--- src/nmit_delay.sv ---
// Enabled delay line that keeps operands in step with the float pipeline.
module nmit_delay #(
  parameter int W = 32,
  parameter int N = 1
) (
  input  logic         clk_i,
  input  logic         en_i,
  input  logic [W-1:0] d_i,
  output logic [W-1:0] q_o
);

  logic [W-1:0] pipe_q [N];

  always_ff @(posedge clk_i) begin
    if (en_i) begin
      pipe_q[0] <= d_i;
      for (int k = 1; k < N; k++) pipe_q[k] <= pipe_q[k-1];
    end
  end

  assign q_o = pipe_q[N-1];

endmodule

--- config.mk ---
export PLATFORM = sky130hd
export DESIGN_NAME = nmit_delay
export DESIGN_NICKNAME = d
export VERILOG_FILES = /design/src/nmit_delay.sv
export SDC_FILE = /design/constraint.sdc
export NUM_CORES = 1
export LEC_CHECK = 0
export CAP_MARGIN = 20
export CORE_MARGIN = 2
export CORE_UTILIZATION = 55
export CTS_BUF_LIST = sky130_fd_sc_hd__clkbuf_2 sky130_fd_sc_hd__clkbuf_4 sky130_fd_sc_hd__clkbuf_8
export CTS_CLUSTER_SIZE = 14
export DETAILED_ROUTE_END_ITERATION = 8
export DONT_BUFFER_PORTS = 1
export PLACE_DENSITY_LB_ADDON = 0.25
export SLEW_MARGIN = 20
export SYNTH_ARGS = -nofsm -noshare
export SYNTH_HDL_FRONTEND = slang
export SYNTH_SLANG_ARGS = --single-unit
--- constraint.sdc ---
create_clock -name clk_i -period 0.8 [get_ports clk_i]
set_input_delay 0 -clock clk_i [delete_from_list [all_inputs] [get_ports clk_i]]
set_output_delay 0 -clock clk_i [all_outputs]
set_load 0.005 [all_outputs]
==> reports/results.ini, run 1 <==
[floorplanning]
core.rowCount = 15
initial_utilization_pct = 56.89
ios = 66
fp.dieH_um = 45.80
die_x_um = 45.80
die_area_um2 = 2098
core-area_um2 = 1689

[pwr]
comb_power_share_pct = 4.2
internal_power_mw = 2.444
seqPwrFrac_pct = 66.9
power_switching_mw = 0.6395
power_density_nw_per_um2 = 2261
swShare_pct = 20.74
ir_worst_vdd_uv = 1615
power_mw = 3.084
pwr-share-clk_pct = 28.9
p_leak_nw = 0.4743

[logic_synthesis]
synth_warnings = 0
synth_edf_count = 32
syn_nets = 66
yosysSeqAreaShare_pct = 100.0
synth.avg_cell_area_um2 = 30.03
synth_cell_types = 1
synthTopCellsByCount = 32 x edfxtp_1
synth-main-ff-cell = edfxtp_1
synth.most_common_cell = edfxtp_1
yosysTopAreaCell = edfxtp_1
ys_seq_elements = 32
synth_cells = 32
synth_area_leaders = edfxtp_1 100%
ys_async_sr_fraction_pct = 0
syn_area_um2 = 960.9
yosysTopAreaCellShare_pct = 100.0

[clock_network]
cts_hold_buf = 32
cts_sinks = 32
cts_max_level = 2
path_clk_slew_ns = 0.10
clockBufferDepth = 2
postCtsSetupBuffers = 0
cts_buffers = 5
root_buffer = clkbuf_4
cts_tree = yes

[timing]
final_hold_viol_count = 32
finalSetupViolations = 0
max_clock_freq_mhz = 1310
slew_headroom_pct = 91.99
post-route-period-util_pct = 95.41
hold_slack_ns = -0.2223
finalCriticalPeriod_ns = 0.7633
drv_slew = 0
worst_slew_pin_slew_ns = 0.1204
rsz0062_at_grt = yes

[grt]
grt_pass1_wl_um = 2270
grt_overflow_total = 0
grt_pass1_vias = 476
grt_start_max_net_pins = 33
antenna_found_initial = 0
grtUsageTotal_pct = 18.29

[status]
violations = negative hold slack
status = complete, but fails checks

[layout]
final-seq-area_um2 = 960.9
antennaDiodeCount = 0
synthToLayoutAreaGrowth_pct = 41.93
nFillCells = 93
final_util_pct = 80.74
final_nets = 105
drive_gt1_share_pct = 11.11
nMultiInputCombCells = 0
multi_input_area_um2 = 0
largest_reg_flops = 32
largestRegisters = pipe_q (32)
top_register = pipe_q

[detailed_routing]
drc = 0
avgRoutedWirePerCell_um = 19.36
highest_layer = met4
ant_nets = 0
wl_met3_um = 162
drt-met1-wl_um = 570
routed-wl-met2_um = 970
firstDrtPassIters = 2
drt_first_iter_violations = 10
via_count = 467
routed_wl_um = 1723
vias_per_cell = 5.247

[critical_path]
endpoint_kind = output pin
critical_path_class = reg2out
required_ns = 0.80
critPathMaxFanout = 1
cp-start-kind = flop
worstPathArrival_ns = 0.76

[worst_hold_path]
holdCritStartpoint = en_i
hold_path_end = pipe_q[0][9]
whs_path_depth = 0
hp-class = in2reg

[placement]
gp_routability_congestion = 0.5824
numPortBuffers = 0

[run]
max_cap_viol_count = 0

cell usage in the layout (no fill, tap or decap):
master / netlist / final
edfxtp_1: 32 / 32
clkinv_4: 0 / 1
clkinvlp_4: 0 / 2
dlygate4sd3_1: 0 / 32
clkbuf_4: 0 / 5
how the worst max path moves through the flow:
stage	start	end	depth (start not counted)
2_1_floorplan	pipe_q[0][0]	q_o[0]	0
3_5_place_dp	pipe_q[0][3]	q_o[3]	0
3_3_place_gp	pipe_q[0][12]	q_o[12]	0
6_report	pipe_q[0][3]	q_o[3]	0
4_1_cts	pipe_q[0][3]	q_o[3]	0
5_1_grt	pipe_q[0][3]	q_o[3]	0
per-layer routing:
| layer | global-route usage (%) | up-vias |
|---|---|---|
| met5 | 0 | - |
| met4 | 12.00 | 0 |
| met3 | 10.71 | 3 |
| met2 | 29.30 | 39 |
| li1 | - | 206 |
| met1 | 17.56 | 219 |
kinds of logic after synthesis:
| kind of cell | synth area share (%) |
|---|---|
| DFF | 100.0 |
per-stage QoR:
| step | instance area (um2) | worst slack [ns] | TNS (ns) | cells |
|---|---|---|---|---|
| after floorplan | 960.9 | 0.4447 | 0 | 32 |
| after global placement | 982.2 | 0.4196 | 0 | 49 |
| after detailed placement | 982.2 | 0.4065 | 0 | 49 |
| after CTS | 1364 | 0.03067 | 0 | 89 |
| after global routing | 1364 | -0.003686 | -0.003686 | 89 |
| final | 1364 | 0.03674 | 0 | 89 |
layout make-up:
class / count / area share (%)
Sequential cell: 32 / 70.46
Tap cell: 17 / 1.560
Clock inverter: 3 / 1.743
Timing Repair Buffer: 32 / 23.49
Clock buffer: 5 / 2.752
power by group through the flow:
stage / clock network [mW] / registers [mW] / logic [mW]
3_3_place_gp: 0 / 2.10 / 0
6_report: 0.892 / 2.06 / 0.128
3_5_place_dp: 0 / 2.10 / 0
2_1_floorplan: 0 / 2.08 / 0
5_1_grt: 0.974 / 2.08 / 0.136
4_1_cts: 0.903 / 2.06 / 0.123
what timing repair did:
| item | in CTS | in global routing |
|---|---|---|
| resized for setup | 0 | 0 |
| hold endpoints to repair | 64 | 32 |
| setup endpoints to repair | 0 | 1 |
Note: power is estimated with default switching activity, not from simulation.
==> inputs of run 2 (changes only) <==
--- a/config.mk
+++ b/config.mk
@@ -7,7 +7,7 @@
 export LEC_CHECK = 0
 export CAP_MARGIN = 20
 export CORE_MARGIN = 2
-export CORE_UTILIZATION = 55
+export CORE_UTILIZATION = 40
 export CTS_BUF_LIST = sky130_fd_sc_hd__clkbuf_2 sky130_fd_sc_hd__clkbuf_4 sky130_fd_sc_hd__clkbuf_8
 export CTS_CLUSTER_SIZE = 14
 export DETAILED_ROUTE_END_ITERATION = 8
==> reports/results.ini, run 2 (same netlist as run 1, synthesis figures left out) <==
[detailed_routing]
avgRoutedWirePerCell_um = 16.22
ant_nets = 0
drc = 0
firstDrtPassIters = 4
via_count = 461
drt_first_iter_violations = 4
routed_wl_um = 1622
vias_per_cell = 4.610

[floorplanning]
die_x_um = 53.02
core.rowCount = 17
ios = 66
fp.dieH_um = 53.02
core-area_um2 = 2233
die_area_um2 = 2811
initial_utilization_pct = 43.03

[clock_network]
clockBufferDepth = 2
cts_max_level = 2
path_clk_slew_ns = 0.08
cts_buffers = 5
postCtsSetupBuffers = 0
root_buffer = clkbuf_4
cts_sinks = 32
cts_hold_buf = 32
cts_tree = yes

[layout]
final_nets = 105
layout_common_cells = 32 x dlygate4sd3_1, 32 x edfxtp_1, 7 x clkbuf_4
drive_gt1_share_pct = 9.722
top_register = pipe_q
nMultiInputCombCells = 0
largestRegisters = pipe_q (32)
largest_reg_flops = 32
multi_input_area_um2 = 0
antennaDiodeCount = 0
final_util_pct = 61.46
design_area_um2 = 1373
synthToLayoutAreaGrowth_pct = 42.84

[timing]
finalCriticalPeriod_ns = 0.7212
finalSetupViolations = 0
drv_slew = 0
fin_tns_setup_ns = 0
hold_slack_ns = -0.2009
worst_slew_pin_slew_ns = 0.1024
slew_headroom_pct = 93.19
final_hold_viol_count = 32
rsz0062_at_grt = no
post-route-period-util_pct = 90.15
max_clock_freq_mhz = 1387

[critical_path]
endpoint_kind = output pin
required_ns = 0.80
critical_path_class = reg2out
cp-start-kind = flop
critPathMaxFanout = 1
worstPathArrival_ns = 0.72

[status]
status = complete, but fails checks
violations = negative hold slack

[grt]
antenna_found_initial = 0
grt_overflow_total = 0
grt_pass1_wl_um = 2118
grt_start_max_net_pins = 33
grt_pass1_vias = 454
grtUsageTotal_pct = 11.55

[run]
max_cap_viol_count = 0

[placement]
placed_area_um2 = 996.0
numPortBuffers = 0
gp_routability_congestion = 0.6161

[worst_hold_path]
hp-class = in2reg

[pwr]
power_density_nw_per_um2 = 2213
p_leak_nw = 0.4806
ir_worst_vdd_uv = 1412

[run 2: cell count changes in the layout (fill, tap and decap cells not counted)]
cell,delta
clkinv_4,-1
clkinv_1,+1
clkinvlp_4,-2
clkbuf_4,+2
[run 2: per-layer routing]
metal  vias to the layer above  wire length, um  global-route usage (%)
li1                        208                -                       -
met1                       223              503                   9.653
met2                        30              973                   21.67
met3                         0              145                   6.215
met4                         0                0                   5.128
met5                         -                0                       0
[run 2: final cells by class]
type,instances,area [um2]
Clock buffer,7,52.55
Sequential cell,32,960.9
Tap cell,28,35.03
Timing Repair Buffer,32,320.3
Fill cell,188,860.8
Clock inverter,1,3.754
[run 2: where the power goes]
part / leakage (nW) / total (mW) / internal (mW) / switching (mW)
Sequential: 0.313 / 2.06 / 2.00 / 0.0685
Clock: 0.0338 / 0.849 / 0.405 / 0.444
Combinational: 0.134 / 0.124 / 0.103 / 0.0211
Total: 0.481 / 3.04 / 2.50 / 0.534
[run 2: through the flow]
step	cells	hold slack, ns	power (mW)	setup WS, ns
6_report	100	-0.2009	3.038	0.07884
5_1_grt	100	-0.2289	3.182	0.03810
4_1_cts	100	-0.2191	3.093	0.05256
3_5_place_dp	60	0.09892	2.108	0.4042
3_3_place_gp	60	0.09893	2.106	0.4132
2_1_floorplan	32	0.09887	2.082	0.4447
[run 2: worst paths after layout]
path              cells past startpoint  slack, ns      endpoint         start
setup / recovery                      0       0.08        q_o[0]  pipe_q[0][0]
hold / removal                        0      -0.20  pipe_q[0][4]          en_i
[run 2: what timing repair did]
| action | 4_1_cts | 5_1_grt |
|---|---|---|
| gates resized for setup | 0 | 0 |
| endpoints found under the setup margin | 0 | 0 |
| endpoints found under the hold margin | 64 | 32 |
