--- src/nmit_pkg.sv ---
// Shared types, constants and float32 helper functions for the normal-matrix block.
package nmit_pkg;

  localparam logic [31:0] QNAN         = 32'h7FC0_0000;
  localparam logic [30:0] THRESH_RESET = 31'h3586_37BD;

  // Latencies of the arithmetic units, in cycles.
  localparam int LAT_MUL = 3;
  localparam int LAT_ADD = 4;
  localparam int NSTEP   = 28;
  localparam int LAT_RCP = NSTEP + 2;

  typedef struct packed {
    logic [31:0] col0_row0;
    logic [31:0] col0_row1;
    logic [31:0] col0_row2;
    logic [31:0] col1_row0;
    logic [31:0] col1_row1;
    logic [31:0] col1_row2;
    logic [31:0] col2_row0;
    logic [31:0] col2_row1;
    logic [31:0] col2_row2;
  } in_t;

  typedef struct packed {
    logic [31:0] out_c0_r0;
    logic [31:0] out_c0_r1;
    logic [31:0] out_c0_r2;
    logic [31:0] out_c1_r0;
    logic [31:0] out_c1_r1;
    logic [31:0] out_c1_r2;
    logic [31:0] out_c2_r0;
    logic [31:0] out_c2_r1;
    logic [31:0] out_c2_r2;
    logic        singular;
  } out_t;

  // Operand class flags.
  typedef struct packed {
    logic nan;
    logic inf;
    logic zero;
  } fcls_t;

  function automatic fcls_t fp_class(logic [31:0] v);
    fcls_t c;
    c.nan  = (&v[30:23]) && (|v[22:0]);
    c.inf  = (&v[30:23]) && !(|v[22:0]);
    c.zero = (v[30:0] == 31'd0);
    return c;
  endfunction

  // Leading zeros of a 48-bit word (48 when zero).
  function automatic logic [5:0] lzc48(logic [47:0] v);
    logic [5:0] n;
    logic       found;
    n     = 6'd0;
    found = 1'b0;
    for (int k = 47; k >= 0; k--) begin
      if (!found) begin
        if (v[k]) found = 1'b1;
        else n = n + 6'd1;
      end
    end
    return n;
  endfunction

  // Round to nearest even and pack. sig[26] is the leading one, value
  // sig/2^26 * 2^(e-127); sig[2] guard, sig[1] round, sig[0] sticky.
  function automatic logic [31:0] fp_round(logic s, logic signed [11:0] e, logic [26:0] sig);
    logic [26:0] sh;
    logic [7:0]  ef;
    logic [11:0] amt;
    logic        st;
    logic        inc;
    logic [30:0] mag;
    sh  = sig;
    ef  = e[7:0];
    amt = 12'd0;
    st  = 1'b0;
    if (e > 12'sd254) begin
      mag = {8'hFF, 23'd0};
    end else begin
      if (e < 12'sd1) begin
        // subnormal: denormalise with sticky
        amt = 12'(12'sd1 - e);
        if (amt > 12'd27) amt = 12'd27;
        for (int k = 0; k < 27; k++) begin
          if (12'(k) < amt) st = st | sig[k];
        end
        sh    = sig >> amt;
        sh[0] = sh[0] | st;
        ef    = 8'd0;
      end
      inc = sh[2] & (sh[1] | sh[0] | sh[3]);
      mag = {ef, sh[25:3]} + {30'd0, inc};
    end
    return {s, mag};
  endfunction

endpackage

--- src/nmit_fmul.sv ---
// Three-stage float32 multiplier: product, normalise, round.
module nmit_fmul import nmit_pkg::*; (
  input  logic        clk_i,
  input  logic        en_i,
  input  logic [31:0] a_i,
  input  logic [31:0] b_i,
  output logic [31:0] y_o
);

  fcls_t             ca, cb;
  logic [7:0]        ea, eb;
  logic              s1_sign_q, s1_nan_q, s1_inf_q, s1_zero_q;
  logic [47:0]       s1_prod_q;
  logic signed [11:0] s1_exp_q;
  logic              s2_sign_q, s2_nan_q, s2_inf_q, s2_zero_q;
  logic signed [11:0] s2_exp_q;
  logic [26:0]       s2_sig_q;
  logic [5:0]        lz;
  logic [47:0]       pn;
  logic [31:0]       y_q;

  assign ca = fp_class(a_i);
  assign cb = fp_class(b_i);
  assign ea = (a_i[30:23] == 8'd0) ? 8'd1 : a_i[30:23];
  assign eb = (b_i[30:23] == 8'd0) ? 8'd1 : b_i[30:23];

  always_ff @(posedge clk_i) begin
    if (en_i) begin
      s1_sign_q <= a_i[31] ^ b_i[31];
      s1_nan_q  <= ca.nan | cb.nan | (ca.inf & cb.zero) | (cb.inf & ca.zero);
      s1_inf_q  <= ca.inf | cb.inf;
      s1_zero_q <= ca.zero | cb.zero;
      s1_prod_q <= {|a_i[30:23], a_i[22:0]} * {|b_i[30:23], b_i[22:0]};
      s1_exp_q  <= $signed({4'd0, ea}) + $signed({4'd0, eb}) - 12'sd126;
    end
  end

  assign lz = lzc48(s1_prod_q);
  assign pn = s1_prod_q << lz;

  always_ff @(posedge clk_i) begin
    if (en_i) begin
      s2_sign_q <= s1_sign_q;
      s2_nan_q  <= s1_nan_q;
      s2_inf_q  <= s1_inf_q;
      s2_zero_q <= s1_zero_q;
      s2_exp_q  <= s1_exp_q - $signed({6'd0, lz});
      s2_sig_q  <= {pn[47:22], |pn[21:0]};
    end
  end

  always_ff @(posedge clk_i) begin
    if (en_i) begin
      if (s2_nan_q)       y_q <= QNAN;
      else if (s2_inf_q)  y_q <= {s2_sign_q, 8'hFF, 23'd0};
      else if (s2_zero_q) y_q <= {s2_sign_q, 31'd0};
      else                y_q <= fp_round(s2_sign_q, s2_exp_q, s2_sig_q);
    end
  end

  assign y_o = y_q;

endmodule

--- config.mk ---
export PLATFORM = sky130hd
export DESIGN_NAME = nmit_fmul
export DESIGN_NICKNAME = d
export VERILOG_FILES = /design/src/nmit_pkg.sv /design/src/nmit_fmul.sv
export SDC_FILE = /design/constraint.sdc
export NUM_CORES = 2
export LEC_CHECK = 0
export BUFFER_PORTS_ARGS = -buffer_cell sky130_fd_sc_hd__clkbuf_2
export CAP_MARGIN = 40
export CORE_MARGIN = 8
export CORE_UTILIZATION = 45
export CTS_BUF_LIST = sky130_fd_sc_hd__clkbuf_8
export DETAILED_ROUTE_END_ITERATION = 10
export HOLD_SLACK_MARGIN = 0.06
export PLACE_DENSITY = 0.59
export SLEW_MARGIN = 0
export SYNTH_ARGS = -nofsm -noshare
export SYNTH_HDL_FRONTEND = slang
export SYNTH_SLANG_ARGS = --single-unit
--- constraint.sdc ---
create_clock -name clk_i -period 53.8 [get_ports clk_i]
set_input_delay 0 -clock clk_i [delete_from_list [all_inputs] [get_ports clk_i]]
set_output_delay 0 -clock clk_i [all_outputs]
set_load 0.03 [all_outputs]
==> results.py <==
metrics = {
    "status": {
        "status": "finished clean",
    },
    "die": {
        "die_x_um": 293.9,
        "rows": 102,
        "start_util": 0.4517,
        "top_level_ports": 98,
        "core-area_mm2": 0.07696,
        "dieArea_mm2": 0.08640,
        "dieHeight_um": 293.9,
    },
    "sta": {
        "max-slew-margin-rel": 0.3996,
        "rsz0062_at_grt": "no",
        "fin_skew_ps": 25.85,
        "max_freq_ghz": 0.02968,
        "final.min_clock_period_ps": 33700,
        "tightest_slew_ps": 893.7,
        "setup_tns_ps": 0,
        "slew_violations": 0,
        "hold_viol": 0,
        "setup_viol": 0,
        "min_period_over_period": 0.6264,
    },
    "worst_setup_path": {
        "cp_slowest_cell": "inv_2",
        "cp-end-kind": "register",
        "crit_fanout": 28,
        "slowest_delay_ps": 550,
        "cp_data_required_time_ps": 54040,
        "cpMostUsedCell": "ha_1",
        "arrival_ps": 33940,
        "cp-start-kind": "register",
        "worst-setup-path-type": "register to register",
    },
    "global_route": {
        "antenna_found_initial": 3,
        "grt_max_degree": 81,
        "grt_pass1_vias": 29040,
        "gr-total-overflow": 0,
        "grt.total_usage": 0.2252,
        "grt_pass1_wl_mm": 157.7,
    },
    "drt": {
        "wl_per_cell_um": 18.95,
        "wl_mm": 95.83,
        "routed_via_density": 5.519,
        "drc": 0,
        "antenna_left": 0,
        "firstDrtPassIters": 6,
        "vias": 27910,
        "drtIter0Drc": 1894,
    },
    "final_layout": {
        "area_growth_pct": 5.255,
        "drive_gt1_frac": 0.06723,
        "fillers": 7565,
        "layout.nets": 4796,
        "fin_util": 0.4755,
    },
    "yosys": {
        "syn-cell-area_mm2": 0.03476,
        "syn-instance-count": 4048,
        "synth_edf_count": 137,
        "synth_ff_type": "edfxtp_1",
        "synth_cell_types": 94,
        "synth.area.top_cells": "fa_1 28%, edfxtp_1 12%, ha_1 8.7%, nand2_1 6.4%, inv_1 6.4%",
        "yosysMostFrequentCell": "nand2_1",
        "async_flop_share": 0,
        "ys_seq_elements": 137,
        "synth_top_area_share": 0.2787,
        "netlist_top_cells_count": "597 x nand2_1, 589 x inv_1, 484 x fa_1",
        "seq_area_frac_synth": 0.1183,
        "syn_area_per_cell_um2": 8.587,
        "yosysWarnings": 0,
        "syn-num-nets": 4841,
        "yosys.area.top_type": "fa_1",
    },
    "place": {
        "dpl.hpwl_mm": 74.16,
        "portBuffers": 97,
        "gp_congestion": 0.9149,
    },
    "clocking": {
        "clk_pin_slew_ps": 80,
        "ctsResizeCount": 0,
        "cts_tree": "yes",
        "clkLatencyLatePin_ps": 500,
        "clockBufferDepth": 2,
        "clock_sinks": 137,
        "ctsHtreeMaxLevel": 4,
        "clockRootBuffer": "clkbuf_8",
        "cts_made_buffers": 17,
    },
    "run": {
        "drv_cap": 0,
    },
    "min_path": {
        "min_path_type": "input port to register",
    },
}
-- per-layer routing --
layer,global-route usage,vias up,wire [um],part of all wire
li1,-,13080,-,-
met1,0.3037,13880,42710,0.45
met2,0.3792,801,45670,0.48
met3,0.02858,149,5059,0.053
met4,0.06315,2,2377,0.025
met5,0,-,13,0.00014
-- cell families after synthesis --
| kind of cell | synth area share |
|---|---|
| and+or+nand+nor | 0.1955 |
| DFF | 0.1183 |
| adders and majority gates | 0.3671 |
| buffers and inverters | 0.08822 |
| AOI/OAI and AO/OA | 0.09495 |
| muxes | 0.07173 |
| xor gates and xnor gates | 0.06421 |
-- sequential cells by signal (all words and copies together), names as in the netlist --
name and flops:
s1_prod_q 48, y_o 32, s2_sig_q 27, s2_exp_q 12, s1_exp_q 10, s1_inf_q 1, s1_nan_q 1, s1_sign_q 1
s1_zero_q 1, s2_inf_q 1, s2_nan_q 1, s2_sign_q 1, s2_zero_q 1
-- final timing paths --
path	slack, ps	from	cells past startpoint	endpoint
worst max-delay path	20100	s1_prod_q[46]	166	s2_sig_q[0]
worst min-delay path	90	b_i[30]	4	s1_exp_q[8]
worst max register to register	20100	s1_prod_q[46]	166	s2_sig_q[0]
worst min register to register	410	s1_nan_q	0	s2_nan_q
-- through the flow --
stage | hold slack, ps | area, um2 | setup slack (ps) | instances
after global placement | 336.0 | 36050 | 21100 | 5009
after global routing | 116.2 | 36590 | 17190 | 5058
after detailed placement | 331.1 | 36100 | 20360 | 5012
after CTS | 60.04 | 36580 | 20250 | 5056
after floorplan | 112.5 | 34760 | 22750 | 4048
final | 94.38 | 36590 | 20100 | 5058
-- placed cells by master, fill, tap and decap left out, types with 14 or more instances in the layout --
cell type,instances
nand2b_1,38
mux2_2,24
o21a_1,15
a21oi_1,160
or2_2,14
nor4_1,33
a22oi_1,15
nand2_1,597
nor2_1,227
nor3_1,63
ha_1,243
and3_1,17
xor2_1,58
and2_1,236
buf_4,39
a21o_1,23
nor2b_1,43
xnor2_1,116
fa_1,484
nand4_1,24
mux2i_1,174
o21ai_0,129
a211oi_1,16
inv_1,590
nand3_1,50
mux4_2,18
clkbuf_8,17
edfxtp_1,137
o211ai_1,15
clkbuf_2,96
or3_1,23
o21bai_1,21
-- final cells by class --
| cell class | count | area, um2 | area share |
|---|---|---|---|
| Multi-Input combinational cell | 3103 | 27620 | 0.7549 |
| Sequential cell | 137 | 4114 | 0.1124 |
| Inverter | 593 | 2226 | 0.06084 |
| Tap cell | 1040 | 1301 | 0.03556 |
| Timing Repair Buffer | 151 | 955.9 | 0.02613 |
| Clock buffer | 17 | 234.0 | 0.006395 |
| Clock inverter | 15 | 132.6 | 0.003625 |
| Antenna cell | 2 | 5.005 | 0.0001368 |
-- critical path: cells and delay by family (launching register included) --
kind | cells | cell delay (ps)
compound gates | 50 | 8290
buf+inv | 6 | 1180
mux | 26 | 4690
simple gates | 40 | 4610
fa+ha+maj | 44 | 14110
flops | 1 | 450
-- what timing repair did --
action	in CTS	in global routing
hold buffers	12	0
buffers inserted	0	0
endpoints found under the hold margin	62	0
Power is not shown: default switching activity piles up to over one toggle a cycle in this logic, so the estimate is an artifact.
