<file path="config.mk">
export PLATFORM = sky130hd
export DESIGN_NAME = nmit_frcp
export DESIGN_NICKNAME = d
export VERILOG_FILES = /design/src/nmit_pkg.sv /design/src/nmit_frcp.sv
export SDC_FILE = /design/constraint.sdc
export NUM_CORES = 2
export LEC_CHECK = 0
export BUFFER_PORTS_ARGS = -buffer_cell sky130_fd_sc_hd__buf_4
export CAP_MARGIN = 20
export CORE_MARGIN = 10
export CORE_UTILIZATION = 32
export DETAILED_ROUTE_END_ITERATION = 8
export PLACE_DENSITY = 0.45
export SYNTH_ARGS = -nofsm -noshare
export SYNTH_HDL_FRONTEND = slang
export SYNTH_SLANG_ARGS = --single-unit
</file>
<file path="constraint.sdc">
create_clock -name clk_i -period 13.95 [get_ports clk_i]
set_input_delay 0 -clock clk_i [delete_from_list [all_inputs] [get_ports clk_i]]
set_output_delay 0 -clock clk_i [all_outputs]
set_load 0.01 [all_outputs]
</file>
<file path="src/nmit_pkg.sv">
// Shared types, constants and float32 helper functions for the normal-matrix block.
package nmit_pkg;

  localparam logic [31:0] QNAN         = 32'h7FC0_0000;
  localparam logic [30:0] THRESH_RESET = 31'h3586_37BD;

  // Latencies of the arithmetic units, in cycles.
  localparam int LAT_MUL = 3;
  localparam int LAT_ADD = 4;
  localparam int NSTEP   = 28;
  localparam int LAT_RCP = NSTEP + 2;

  typedef struct packed {
    logic [31:0] col0_row0;
    logic [31:0] col0_row1;
    logic [31:0] col0_row2;
    logic [31:0] col1_row0;
    logic [31:0] col1_row1;
    logic [31:0] col1_row2;
    logic [31:0] col2_row0;
    logic [31:0] col2_row1;
    logic [31:0] col2_row2;
  } in_t;

  typedef struct packed {
    logic [31:0] out_c0_r0;
    logic [31:0] out_c0_r1;
    logic [31:0] out_c0_r2;
    logic [31:0] out_c1_r0;
    logic [31:0] out_c1_r1;
    logic [31:0] out_c1_r2;
    logic [31:0] out_c2_r0;
    logic [31:0] out_c2_r1;
    logic [31:0] out_c2_r2;
    logic        singular;
  } out_t;

  // Operand class flags.
  typedef struct packed {
    logic nan;
    logic inf;
    logic zero;
  } fcls_t;

  function automatic fcls_t fp_class(logic [31:0] v);
    fcls_t c;
    c.nan  = (&v[30:23]) && (|v[22:0]);
    c.inf  = (&v[30:23]) && !(|v[22:0]);
    c.zero = (v[30:0] == 31'd0);
    return c;
  endfunction

  // Leading zeros of a 48-bit word (48 when zero).
  function automatic logic [5:0] lzc48(logic [47:0] v);
    logic [5:0] n;
    logic       found;
    n     = 6'd0;
    found = 1'b0;
    for (int k = 47; k >= 0; k--) begin
      if (!found) begin
        if (v[k]) found = 1'b1;
        else n = n + 6'd1;
      end
    end
    return n;
  endfunction

  // Round to nearest even and pack. sig[26] is the leading one, value
  // sig/2^26 * 2^(e-127); sig[2] guard, sig[1] round, sig[0] sticky.
  function automatic logic [31:0] fp_round(logic s, logic signed [11:0] e, logic [26:0] sig);
    logic [26:0] sh;
    logic [7:0]  ef;
    logic [11:0] amt;
    logic        st;
    logic        inc;
    logic [30:0] mag;
    sh  = sig;
    ef  = e[7:0];
    amt = 12'd0;
    st  = 1'b0;
    if (e > 12'sd254) begin
      mag = {8'hFF, 23'd0};
    end else begin
      if (e < 12'sd1) begin
        // subnormal: denormalise with sticky
        amt = 12'(12'sd1 - e);
        if (amt > 12'd27) amt = 12'd27;
        for (int k = 0; k < 27; k++) begin
          if (12'(k) < amt) st = st | sig[k];
        end
        sh    = sig >> amt;
        sh[0] = sh[0] | st;
        ef    = 8'd0;
      end
      inc = sh[2] & (sh[1] | sh[0] | sh[3]);
      mag = {ef, sh[25:3]} + {30'd0, inc};
    end
    return {s, mag};
  endfunction

endpackage

</file>
<file path="src/nmit_frcp.sv">
// Float32 reciprocal: restoring division pipelined one quotient bit per stage.
module nmit_frcp import nmit_pkg::*; (
  input  logic        clk_i,
  input  logic        en_i,
  input  logic [31:0] a_i,
  output logic [31:0] y_o
);

  fcls_t      ca;
  logic [7:0] ea;
  logic [23:0] ma;
  logic [5:0] lz;

  logic              sign_q [NSTEP+1];
  logic              nan_q  [NSTEP+1];
  logic              inf_q  [NSTEP+1];
  logic              zero_q [NSTEP+1];
  logic signed [11:0] exp_q [NSTEP+1];
  logic [23:0]       md_q   [NSTEP+1];
  logic [24:0]       rem_q  [NSTEP+1];
  logic [27:0]       quo_q  [NSTEP+1];
  logic [31:0]       y_q;

  logic [27:0]       qf;
  logic              st;
  logic signed [11:0] ef;
  logic [26:0]       sf;

  assign ca = fp_class(a_i);
  assign ea = (a_i[30:23] == 8'd0) ? 8'd1 : a_i[30:23];
  assign ma = {|a_i[30:23], a_i[22:0]};
  assign lz = lzc48({ma, 24'd0});

  // normalise the divisor so a subnormal starts with its leading one
  always_ff @(posedge clk_i) begin
    if (en_i) begin
      sign_q[0] <= a_i[31];
      nan_q[0]  <= ca.nan;
      inf_q[0]  <= ca.inf;
      zero_q[0] <= ca.zero;
      exp_q[0]  <= $signed({4'd0, ea}) - $signed({6'd0, lz});
      md_q[0]   <= ma << lz[4:0];
      rem_q[0]  <= 25'd1 << 23;
      quo_q[0]  <= 28'd0;
    end
  end

  for (genvar k = 0; k < NSTEP; k++) begin : g_step
    logic [25:0] dif;
    logic        ge;
    assign dif = {1'b0, rem_q[k]} - {2'b00, md_q[k]};
    assign ge  = !dif[25];
    always_ff @(posedge clk_i) begin
      if (en_i) begin
        sign_q[k+1] <= sign_q[k];
        nan_q[k+1]  <= nan_q[k];
        inf_q[k+1]  <= inf_q[k];
        zero_q[k+1] <= zero_q[k];
        exp_q[k+1]  <= exp_q[k];
        md_q[k+1]   <= md_q[k];
        rem_q[k+1]  <= ge ? {dif[23:0], 1'b0} : {rem_q[k][23:0], 1'b0};
        quo_q[k+1]  <= {quo_q[k][26:0], ge};
      end
    end
  end

  assign qf = quo_q[NSTEP];
  assign st = (rem_q[NSTEP] != 25'd0);
  // quotient is 2^27 only for a divisor of exactly a power of two
  assign ef = qf[27] ? (12'sd254 - exp_q[NSTEP]) : (12'sd253 - exp_q[NSTEP]);
  assign sf = qf[27] ? {qf[27:2], qf[1] | qf[0] | st} : {qf[26:1], qf[0] | st};

  always_ff @(posedge clk_i) begin
    if (en_i) begin
      if (nan_q[NSTEP])       y_q <= QNAN;
      else if (zero_q[NSTEP]) y_q <= {sign_q[NSTEP], 8'hFF, 23'd0};
      else if (inf_q[NSTEP])  y_q <= {sign_q[NSTEP], 31'd0};
      else                    y_q <= fp_round(sign_q[NSTEP], ef, sf);
    end
  end

  assign y_o = y_q;

endmodule

</file>
==> flow_summary.json <==
{
  "powerDensity_nw_per_um2": 191,
  "dp_hpwl_um": 168000,
  "first_pass_iters": 5,
  "max_clock_freq_mhz": 75.6,
  "yosysSeqAreaShare_pct": 60.0,
  "drt-wirelength-per-cell_um": 16.1,
  "worst_ir_drop_vdd_v": 0.0000949,
  "r2r_slack_ns": 6.02,
  "p_seq_share_pct": 41.0,
  "area_growth_pct": 15.2,
  "holdWs_ns": 0.0861,
  "synthCells": 9382,
  "final_cell_mix": "2159 x edfxtp_1, 1182 x inv_1, 803 x nand2_1",
  "fin_crit_ns": 13.23,
  "portBuffers": 65,
  "cts_made_buffers": 263,
  "synthXorXnorAreaFrac_pct": 3.52,
  "row_count": 213,
  "ff2ff_path_depth": 23,
  "ctsLongestPathBuffers": 4,
  "grt_pass1_vias": 70140,
  "p_clk_share_pct": 27.3,
  "switching_share_pct": 32.7,
  "p_leak_nw": 49.1,
  "setup_viol": 0,
  "async_reset_ff_share_pct": 0,
  "synth_edf_count": 2159,
  "track_usage_pct": 12.5,
  "cp_max_fo": 3,
  "muxShareOfSynthArea_pct": 1.23,
  "insertion_delay_ns": 0.89,
  "worstHoldStart": "a_i[13]",
  "reg2reg_to": "y_o[27]",
  "hp-class": "input pin to register",
  "slowest_delay_ns": 0.40,
  "worstPathArrival_ns": 13.82,
  "die_w_um": 601,
  "final_nets": 10531,
  "status": "completed",
  "p_switching_mw": 7.77,
  "ios": 66,
  "synth_nets": 10104,
  "ys_types": 95,
  "htreeDepth": 5,
  "hold_viol": 0,
  "critPathMostFrequentCell": "ha_1",
  "tightest_slew_ns": 1.16,
  "vias": 68572,
  "p_int_mw": 16.0,
  "via_per_inst": 4.72,
  "syn_area_um2": 108000,
  "grt_pass1_wl_um": 375000,
  "start_util_pct": 32.1,
  "whs_path_depth": 7,
  "whs_endpoint": "md_q[0][20]",
  "cts_tree": "done",
  "crit_path_end_kind": "register",
  "slew_violations": 0,
  "path_class": "input pin to register",
  "finalWorstSetupSlack_ns": 0.721,
  "r2r-start": "quo_q[1][363]",
  "skew_ns": 0.0670,
  "power_mw": 23.7,
  "synth_top_family_by_area": "compound AO/OA/AOI/OAI gates",
  "drc": 0,
  "drive_gt1_share_pct": 8.57,
  "core_area_um2": 337000,
  "antenna_found_initial": 6,
  "final_common_cell": "edfxtp_1",
  "cap_violations": 0,
  "synth_fa_ha_area_share_pct": 8.18,
  "wl_um": 234000,
  "synthSimpleGateAreaFrac_pct": 11.0,
  "dieArea_um2": 362000,
  "antenna_left": 0,
  "initialDrtViolationCount": 3416,
  "fin_crit_sh_pct": 94.8,
  "cts.sinks": 2159,
  "maxSlewHeadroom_pct": 22.8,
  "dieHeight_um": 601,
  "yosysWarningCount": 0,
  "grt_max_degree": 184,
  "pre_cts_ws_ns": -0.769,
  "power_frac_comb_pct": 31.7,
  "slowest_stage": "or3_4",
  "synth_compound_area_share_pct": 11.3,
  "syn_area_per_cell_um2": 11.5,
  "dominantRegCellSynth": "edfxtp_1",
  "worst-endpoint-required_ns": 14.54,
  "gp_congestion": 0.815,
  "overflow": 0,
  "synth-seq-cells": 2159,
  "root_buffer": "clkbuf_16",
  "path_clk_slew_ns": 0.06,
  "worstSetupStartpointType": "input pin"
}
[worst max-delay path by stage]
stage	start	end	slack (ns)
floorplan	a_i[27]	exp_q[0][7]	0.005
global placement	a_i[29]	exp_q[0][6]	-0.99
detailed placement	a_i[27]	exp_q[0][7]	-0.77
CTS	a_i[27]	exp_q[0][7]	0.08
global route	a_i[30]	exp_q[0][7]	-0.14
finish	a_i[30]	exp_q[0][7]	0.72
[repair_timing]
item,in CTS,in global routing
endpoints found under the setup margin,0,29
endpoints found under the hold margin,176,0
buffers inserted,0,11
hold buffers,21,0
resized for setup,0,53
[metrics by stage]
step / cells / TNS [ns] / util [%] / cell area [um^2]
after floorplan: 9382 / 0 / - / 108000
after global placement: 14027 / -9.45 / 34.4 / 116000
after detailed placement: 14027 / -5.61 / 34.4 / 116000
after CTS: 14511 / 0 / 36.9 / 124000
after global routing: 14523 / -0.276 / 37.0 / 125000
final: 14523 / 0 / 37.0 / 125000
[kinds of logic (layout without fill, tap and decap cells)]
kind of cell    Yosys count  in the layout
simple gates           2562           2562
flops                  2159           2159
compound gates         2056           2056
buf+inv                1384           2009
fa+ha+maj               690            690
xor+xnor                406            406
mux                     125            125
other cells               0              1
[cell type report]
type / count / area [um^2]
Antenna cell: 1 / 2.50
Clock buffer: 336 / 6920
Clock inverter: 127 / 1240
Fill cell: 32409 / 212000
Inverter: 1192 / 4480
Multi-Input combinational cell: 5839 / 38500
Sequential cell: 2159 / 64800
Tap cell: 4515 / 5650
Timing Repair Buffer: 354 / 2840
[power groups by stage]
stage,logic (mW),registers (mW),clock network [mW]
after floorplan,5.84,9.58,0
after global placement,7.39,9.85,0
after detailed placement,7.56,9.87,0
after CTS,7.61,9.75,6.78
after global routing,8.70,9.88,7.03
final,7.52,9.73,6.49
[sequential cells by signal, summed over array words and instances, names as in the netlist]
register  cells
md_q        672
rem_q       672
quo_q       406
exp_q       261
y_o          32
inf_q        29
nan_q        29
sign_q       29
zero_q       29
[worst max-delay path, delay by kind of cell]
| family | cells | cell delay, ns |
|---|---|---|
| buf+inv | 7 | 0.59 |
| mux | 3 | 0.50 |
| xor+xnor | 9 | 1.44 |
| fa+ha+maj | 15 | 4.11 |
| compound gates | 21 | 3.48 |
| simple gates | 30 | 3.71 |
[routing by layer]
metal,vias up,wire length (um),track usage [%]
met4,0,7350,4.02
met3,379,6620,1.57
met2,741,120000,23.2
met1,33084,100000,15.0
li1,34368,-,-
met5,-,0,0
[Yosys cell counts (all sizes together) (32+ instances only)]
library cell	count	area, um^2
edfxtp	2159	64800
inv	1188	4460
nand2	808	3030
a21oi	700	3520
nor2	699	2620
ha	660	8260
o21ai	645	3230
nand3	248	1240
xnor2	237	2120
nand2b	232	1450
o31ai	217	1630
a21boi	203	1520
clkbuf	187	702
nor3	181	927
xor2	156	1390
mux2i	89	907
nor2b	89	557
or3	82	518
o211ai	69	518
and2	50	313
or2	39	244
mux2	34	383
nor4	32	213
Note: power is estimated with default switching activity, not from simulation.
