`src/nmit_pkg.sv`:
```
// Shared types, constants and float32 helper functions for the normal-matrix block.
package nmit_pkg;

  localparam logic [31:0] QNAN         = 32'h7FC0_0000;
  localparam logic [30:0] THRESH_RESET = 31'h3586_37BD;

  // Latencies of the arithmetic units, in cycles.
  localparam int LAT_MUL = 3;
  localparam int LAT_ADD = 4;
  localparam int NSTEP   = 28;
  localparam int LAT_RCP = NSTEP + 2;

  typedef struct packed {
    logic [31:0] col0_row0;
    logic [31:0] col0_row1;
    logic [31:0] col0_row2;
    logic [31:0] col1_row0;
    logic [31:0] col1_row1;
    logic [31:0] col1_row2;
    logic [31:0] col2_row0;
    logic [31:0] col2_row1;
    logic [31:0] col2_row2;
  } in_t;

  typedef struct packed {
    logic [31:0] out_c0_r0;
    logic [31:0] out_c0_r1;
    logic [31:0] out_c0_r2;
    logic [31:0] out_c1_r0;
    logic [31:0] out_c1_r1;
    logic [31:0] out_c1_r2;
    logic [31:0] out_c2_r0;
    logic [31:0] out_c2_r1;
    logic [31:0] out_c2_r2;
    logic        singular;
  } out_t;

  // Operand class flags.
  typedef struct packed {
    logic nan;
    logic inf;
    logic zero;
  } fcls_t;

  function automatic fcls_t fp_class(logic [31:0] v);
    fcls_t c;
    c.nan  = (&v[30:23]) && (|v[22:0]);
    c.inf  = (&v[30:23]) && !(|v[22:0]);
    c.zero = (v[30:0] == 31'd0);
    return c;
  endfunction

  // Leading zeros of a 48-bit word (48 when zero).
  function automatic logic [5:0] lzc48(logic [47:0] v);
    logic [5:0] n;
    logic       found;
    n     = 6'd0;
    found = 1'b0;
    for (int k = 47; k >= 0; k--) begin
      if (!found) begin
        if (v[k]) found = 1'b1;
        else n = n + 6'd1;
      end
    end
    return n;
  endfunction

  // Round to nearest even and pack. sig[26] is the leading one, value
  // sig/2^26 * 2^(e-127); sig[2] guard, sig[1] round, sig[0] sticky.
  function automatic logic [31:0] fp_round(logic s, logic signed [11:0] e, logic [26:0] sig);
    logic [26:0] sh;
    logic [7:0]  ef;
    logic [11:0] amt;
    logic        st;
    logic        inc;
    logic [30:0] mag;
    sh  = sig;
    ef  = e[7:0];
    amt = 12'd0;
    st  = 1'b0;
    if (e > 12'sd254) begin
      mag = {8'hFF, 23'd0};
    end else begin
      if (e < 12'sd1) begin
        // subnormal: denormalise with sticky
        amt = 12'(12'sd1 - e);
        if (amt > 12'd27) amt = 12'd27;
        for (int k = 0; k < 27; k++) begin
          if (12'(k) < amt) st = st | sig[k];
        end
        sh    = sig >> amt;
        sh[0] = sh[0] | st;
        ef    = 8'd0;
      end
      inc = sh[2] & (sh[1] | sh[0] | sh[3]);
      mag = {ef, sh[25:3]} + {30'd0, inc};
    end
    return {s, mag};
  endfunction

endpackage

```
`src/nmit_fadd.sv`:
```
// Four-stage float32 adder/subtractor: align, add, normalise, round.
module nmit_fadd import nmit_pkg::*; (
  input  logic        clk_i,
  input  logic        en_i,
  input  logic        sub_i,
  input  logic [31:0] a_i,
  input  logic [31:0] b_i,
  output logic [31:0] y_o
);

  fcls_t       ca, cb;
  logic        sa, sb, swap, sl;
  logic [31:0] big, lit;
  logic [7:0]  eb_big, eb_lit, diff;
  logic [26:0] mb, ml, al;
  logic        st;

  logic        s1_sign_q, s1_op_q, s1_nan_q, s1_inf_q, s1_isgn_q, s1_bz_q, s1_zs_q;
  logic [7:0]  s1_exp_q;
  logic [26:0] s1_ma_q, s1_mb_q;
  logic        s2_sign_q, s2_nan_q, s2_inf_q, s2_isgn_q, s2_bz_q, s2_zs_q;
  logic [7:0]  s2_exp_q;
  logic [27:0] s2_sum_q;
  logic        s3_sign_q, s3_nan_q, s3_inf_q, s3_isgn_q, s3_zero_q, s3_zs_q;
  logic signed [11:0] s3_exp_q;
  logic [26:0] s3_sig_q;
  logic [5:0]  lz;
  logic [27:0] rn;
  logic [31:0] y_q;

  assign ca   = fp_class(a_i);
  assign cb   = fp_class(b_i);
  assign sa   = a_i[31];
  assign sb   = b_i[31] ^ sub_i;
  assign swap = a_i[30:0] < b_i[30:0];
  assign big  = swap ? {sb, b_i[30:0]} : {sa, a_i[30:0]};
  assign lit  = swap ? {sa, a_i[30:0]} : {sb, b_i[30:0]};
  assign sl   = lit[31];
  assign eb_big = (big[30:23] == 8'd0) ? 8'd1 : big[30:23];
  assign eb_lit = (lit[30:23] == 8'd0) ? 8'd1 : lit[30:23];
  assign diff = eb_big - eb_lit;
  assign mb   = {|big[30:23], big[22:0], 3'd0};
  assign ml   = {|lit[30:23], lit[22:0], 3'd0};

  always_comb begin
    st = 1'b0;
    for (int k = 0; k < 27; k++) begin
      if ({24'd0, diff} > 32'(k)) st = st | ml[k];
    end
    if (diff > 8'd26) al = 27'd0;
    else al = ml >> diff;
    al[0] = al[0] | st;
  end

  always_ff @(posedge clk_i) begin
    if (en_i) begin
      s1_sign_q <= big[31];
      s1_op_q   <= big[31] ^ sl;
      s1_nan_q  <= ca.nan | cb.nan | (ca.inf & cb.inf & (sa ^ sb));
      s1_inf_q  <= ca.inf | cb.inf;
      s1_isgn_q <= ca.inf ? sa : sb;
      s1_bz_q   <= ca.zero & cb.zero;
      s1_zs_q   <= sa & sb;
      s1_exp_q  <= eb_big;
      s1_ma_q   <= mb;
      s1_mb_q   <= al;
    end
  end

  always_ff @(posedge clk_i) begin
    if (en_i) begin
      s2_sign_q <= s1_sign_q;
      s2_nan_q  <= s1_nan_q;
      s2_inf_q  <= s1_inf_q;
      s2_isgn_q <= s1_isgn_q;
      s2_bz_q   <= s1_bz_q;
      s2_zs_q   <= s1_zs_q;
      s2_exp_q  <= s1_exp_q;
      s2_sum_q  <= s1_op_q ? ({1'b0, s1_ma_q} - {1'b0, s1_mb_q})
                           : ({1'b0, s1_ma_q} + {1'b0, s1_mb_q});
    end
  end

  assign lz = lzc48({s2_sum_q, 20'd0});
  assign rn = s2_sum_q << lz;

  always_ff @(posedge clk_i) begin
    if (en_i) begin
      s3_sign_q <= s2_sign_q;
      s3_nan_q  <= s2_nan_q;
      s3_inf_q  <= s2_inf_q;
      s3_isgn_q <= s2_isgn_q;
      // exact cancellation gives +0 unless both operands were negative zeros (b's sign taken after the subtract flip)
      s3_zero_q <= (s2_sum_q == 28'd0);
      s3_zs_q   <= s2_bz_q & s2_zs_q;
      s3_exp_q  <= $signed({4'd0, s2_exp_q}) - $signed({6'd0, lz}) + 12'sd1;
      s3_sig_q  <= {rn[27:2], |rn[1:0]};
    end
  end

  always_ff @(posedge clk_i) begin
    if (en_i) begin
      if (s3_nan_q)       y_q <= QNAN;
      else if (s3_inf_q)  y_q <= {s3_isgn_q, 8'hFF, 23'd0};
      else if (s3_zero_q) y_q <= {s3_zs_q, 31'd0};
      else                y_q <= fp_round(s3_sign_q, s3_exp_q, s3_sig_q);
    end
  end

  assign y_o = y_q;

endmodule

```
`config.mk`:
```
export PLATFORM = sky130hd
export DESIGN_NAME = nmit_fadd
export DESIGN_NICKNAME = d
export VERILOG_FILES = /design/src/nmit_pkg.sv /design/src/nmit_fadd.sv
export SDC_FILE = /design/constraint.sdc
export NUM_CORES = 1
export LEC_CHECK = 0
export BUFFER_PORTS_ARGS = -buffer_cell sky130_fd_sc_hd__buf_4
export CORE_ASPECT_RATIO = 1.1
export CORE_MARGIN = 3
export CORE_UTILIZATION = 33
export DETAILED_ROUTE_END_ITERATION = 12
export PLACE_DENSITY = 0.54
export SETUP_SLACK_MARGIN = 0.5
export SLEW_MARGIN = 20
export SYNTH_ARGS = -nofsm -noshare
export SYNTH_HDL_FRONTEND = slang
export SYNTH_SLANG_ARGS = --single-unit
```
`constraint.sdc`:
```
create_clock -name clk_i -period 29.7 [get_ports clk_i]
set_clock_uncertainty 0.15 [all_clocks]
set_input_delay 2.97 -clock clk_i [delete_from_list [all_inputs] [get_ports clk_i]]
set_output_delay 2.97 -clock clk_i [all_outputs]
set_load 0.05 [all_outputs]
```
==> summary.txt <==
Critical path
  • R2R Setup Slk: 11540 ps
  • Arrival time at the worst endpoint: ~18000 ps
  • CP startpoint: s2_sum_q[27]$_DFFE_PP_
  • R2r startpoint: s2_sum_q[27]$_DFFE_PP_
  • CP bufs+invs: 1
  • Nature of the critical path startpoint: flip-flop
  • Worst Path Required: around 30000 ps
  • Top delay family on crit path: compound AO/OA/AOI/OAI gates
  • Worst Path Max Fanout: 9
  • Crit path largest cell delay: approximately 800 ps
  • Worst path slowest cell: o41ai_1
  • Worst Setup End Kind: flip-flop
  • Crit Path Class: reg2reg
  • Cell mode on critical path: ha_1

STA
  • Slew HR: 23.80%
  • Hold Violations, Final: 0
  • Final number of setup-violating endpoints: 0
  • Fin. max-slew vios: 0
  • Setup WS post-layout: roughly 12000 ps
  • Unrepaired setup endpoints after global routing: false
  • Tmin final: 18160 ps
  • Post-route clock period utilization: ~61%
  • Setup TNS: 0 ps
  • Highest Clock Rate: 55.08 MHz
  • Least-Margin Pin Slew: 1134 ps

Global routing
  • Largest net degree at the start of global routing: 106
  • Grt total ovfl: 0
  • First-pass GRT wire length: between 100000 and 150000 um
  • Vias in the first global route: 20097
  • Initial antenna violation count: 0
  • GR Util All Layers: 20.58%

Die
  • Core Rows: 97
  • Die Span Y: roughly 270 um
  • Initial Util: 33.45%
  • Die W: 248.6 um
  • Core ar.: between 0.06 and 0.07 sq mm
  • I/O pin total: 99
  • DIE AREA: 0.06781 sq mm

Clocking
  • CTS root buf: clkbuf_16
  • Worst skew pair latency: around 460 ps
  • CTS max path bufs: 2
  • CTS Buf Count: 17
  • Sink Count: 183
  • Worst-path clk slew: 80 ps
  • TritonCTS clock tree: yes
  • Max H-tree Level: 4
  • Count of hold-fix buffers inserted at cts: 0
  • Post-CTS resize count: 0
  • # Post-CTS Setup Buffers: 0

Layout
  • Commonest non-fill, non-tap cell in the layout: nor2_1
  • Layout cells sized above 1: 10.48%
  • Final Util: a little under two fifths
  • Layout area overhead: 10.56%
  • Diodes inserted: 0
  • Most frequent cells in the layout: nor2_1, nand2_1, edfxtp_1
  • Non-filler cells, final: 3533
  • Post-route cell area: between 0.02 and 0.025 sq mm
  • Layout Nets: 2873

Detailed routing
  • Post-Route WL: between 70000 and 80000 um
  • DRC Markers: 0
  • Routed WL per cell: 20.37 um
  • Via density: between 5 and 6
  • ANT nets after route: 0
  • Via count: 20668
  • DRT iter0 DRCs: 1686
  • DRT Pass-1 Iters: 6

Power
  • LEAKAGE: 9.460 nW
  • Sequential Power Share: 28.9%
  • Power Internal: 0.7641 mW
  • Sw power: 0.6830 mW
  • Clock share of power: 17.0%
  • Comb pwr share: 54.1%
  • PD cells: around 61 mW/mm^2
  • Peak VDD IR: 0.03749 mV
  • Sw frac: 47.20%

Placed design
  • DP HPWL: 56050 um
  • Dpl ws: between 10000 and 15000 ps
  • PortBufs: 98
  • Area after DPL: 0.02295 sq mm
  • Cells after DPL: 3501
  • Placer Congestion: between 0.9 and 1

Synthesis
  • Synth Register Bits: 183
  • Post-synthesis area per instance: 8.004 sq um
  • Syn Inst Count: 2668
  • Asr flop ratio synth: 0%
  • Post-Syn Area: 0.02136 sq mm
  • Post-synthesis net count: 2862
  • Sequential area share after synthesis: 25.73%
  • Yosys cell types: 105
  • Post-synth EDFFs: 183
  • Top_reg_cell synth: edfxtp_1
  • Ys Warns: 0

Hold path
  • Worst Min Path Start: s1_exp_q[0]$_DFFE_PP_
  • Worst hold path type: reg2reg

Status
  • Status: finished, final reports clean

Flow run
  • Max-cap violations: 0
## synthesized netlist by cell type (13+ instances only)
| cell | instances | area [sq um] |
|---|---|---|
| a211oi_1 | 30 | 225.2 |
| a21o_1 | 36 | 270.3 |
| a21oi_1 | 181 | 905.9 |
| a221oi_1 | 17 | 148.9 |
| a22oi_1 | 19 | 142.6 |
| a31oi_1 | 26 | 162.7 |
| and2_1 | 23 | 143.9 |
| and3_1 | 24 | 150.1 |
| clkbuf_1 | 123 | 461.7 |
| edfxtp_1 | 183 | 5495 |
| ha_1 | 124 | 1551 |
| inv_1 | 147 | 551.8 |
| mux2_2 | 32 | 360.4 |
| mux2i_1 | 129 | 1291 |
| mux4_2 | 13 | 292.8 |
| nand2_1 | 273 | 1025 |
| nand2b_1 | 29 | 181.4 |
| nand3_1 | 77 | 385.4 |
| nand4_1 | 52 | 325.3 |
| nor2_1 | 299 | 1122 |
| nor2b_1 | 27 | 168.9 |
| nor3_1 | 79 | 395.4 |
| nor3b_1 | 13 | 97.59 |
| nor4_1 | 30 | 187.7 |
| o211ai_1 | 19 | 142.6 |
| o21ai_0 | 175 | 875.8 |
| o21bai_1 | 13 | 97.59 |
| o22ai_1 | 22 | 137.6 |
| o31ai_1 | 25 | 187.7 |
| or2_2 | 16 | 100.1 |
| or3_1 | 42 | 262.8 |
| xnor2_1 | 90 | 788.3 |
| xor2_1 | 49 | 429.2 |
## cell families after synthesis
family / count (synthesis) / synth area share [%]
compound gates: 705 / 21.31
fa+ha+maj: 128 / 7.593
simple gates: 1027 / 23.11
mux: 175 / 9.175
buf+inv: 290 / 5.238
xor+xnor: 160 / 7.833
flops: 183 / 25.73
## power groups by stage
stage	Combinational, mW	Clock, mW	Sequential [mW]
final	0.783	0.247	0.418
after global routing	0.859	0.265	0.423
after CTS	0.773	0.254	0.415
after detailed placement	0.769	0	0.421
after global placement	0.766	0	0.420
after floorplan	0.557	0	0.381
## per-stage QoR
stage / total power, mW / hold slack (ps)
after CTS: 1.442 / 270.2
after global placement: 1.186 / 253.1
after detailed placement: 1.190 / 254.5
after global routing: 1.547 / 281.9
final: 1.447 / 266.8
after floorplan: 0.9386 / 250.3
## routing by layer
| layer | share of wire (%) | up-vias | track usage [%] | wire, um |
|---|---|---|---|---|
| met1 | 42 | 9889 | 25.56 | 30260 |
| met4 | 4.1 | 0 | 8.249 | 2927 |
| met3 | 4.6 | 169 | 2.170 | 3312 |
| met5 | 0 | - | 0 | 0 |
| met2 | 49 | 745 | 36.52 | 35470 |
| li1 | - | 9865 | - | - |
## state kept, by name, summed over array words and instances (netlist names), 8 cells and up
register / count
s1_ma_q: 24
s3_exp_q: 10
s1_mb_q: 27
s2_exp_q: 8
s3_sig_q: 27
y_o: 32
s1_exp_q: 8
s2_sum_q: 28
## final timing paths
check,cells after the start,endpoint
setup / recovery,76,s3_exp_q[8]$_DFFE_PP_
hold / removal,0,s2_exp_q[0]$_DFFE_PP_
setup reg to reg,76,s3_exp_q[8]$_DFFE_PP_
hold reg to reg,0,s2_exp_q[0]$_DFFE_PP_
## layout make-up
type,instances,area [sq um]
Clock buffer,17,425.4
Clock inverter,15,225.2
Fill cell,6715,40230
Inverter,149,559.3
Multi-Input combinational cell,2195,14850
Sequential cell,183,5495
Tap cell,841,1052
Timing Repair Buffer,133,1002
Note: power is estimated with default switching activity, not from simulation.
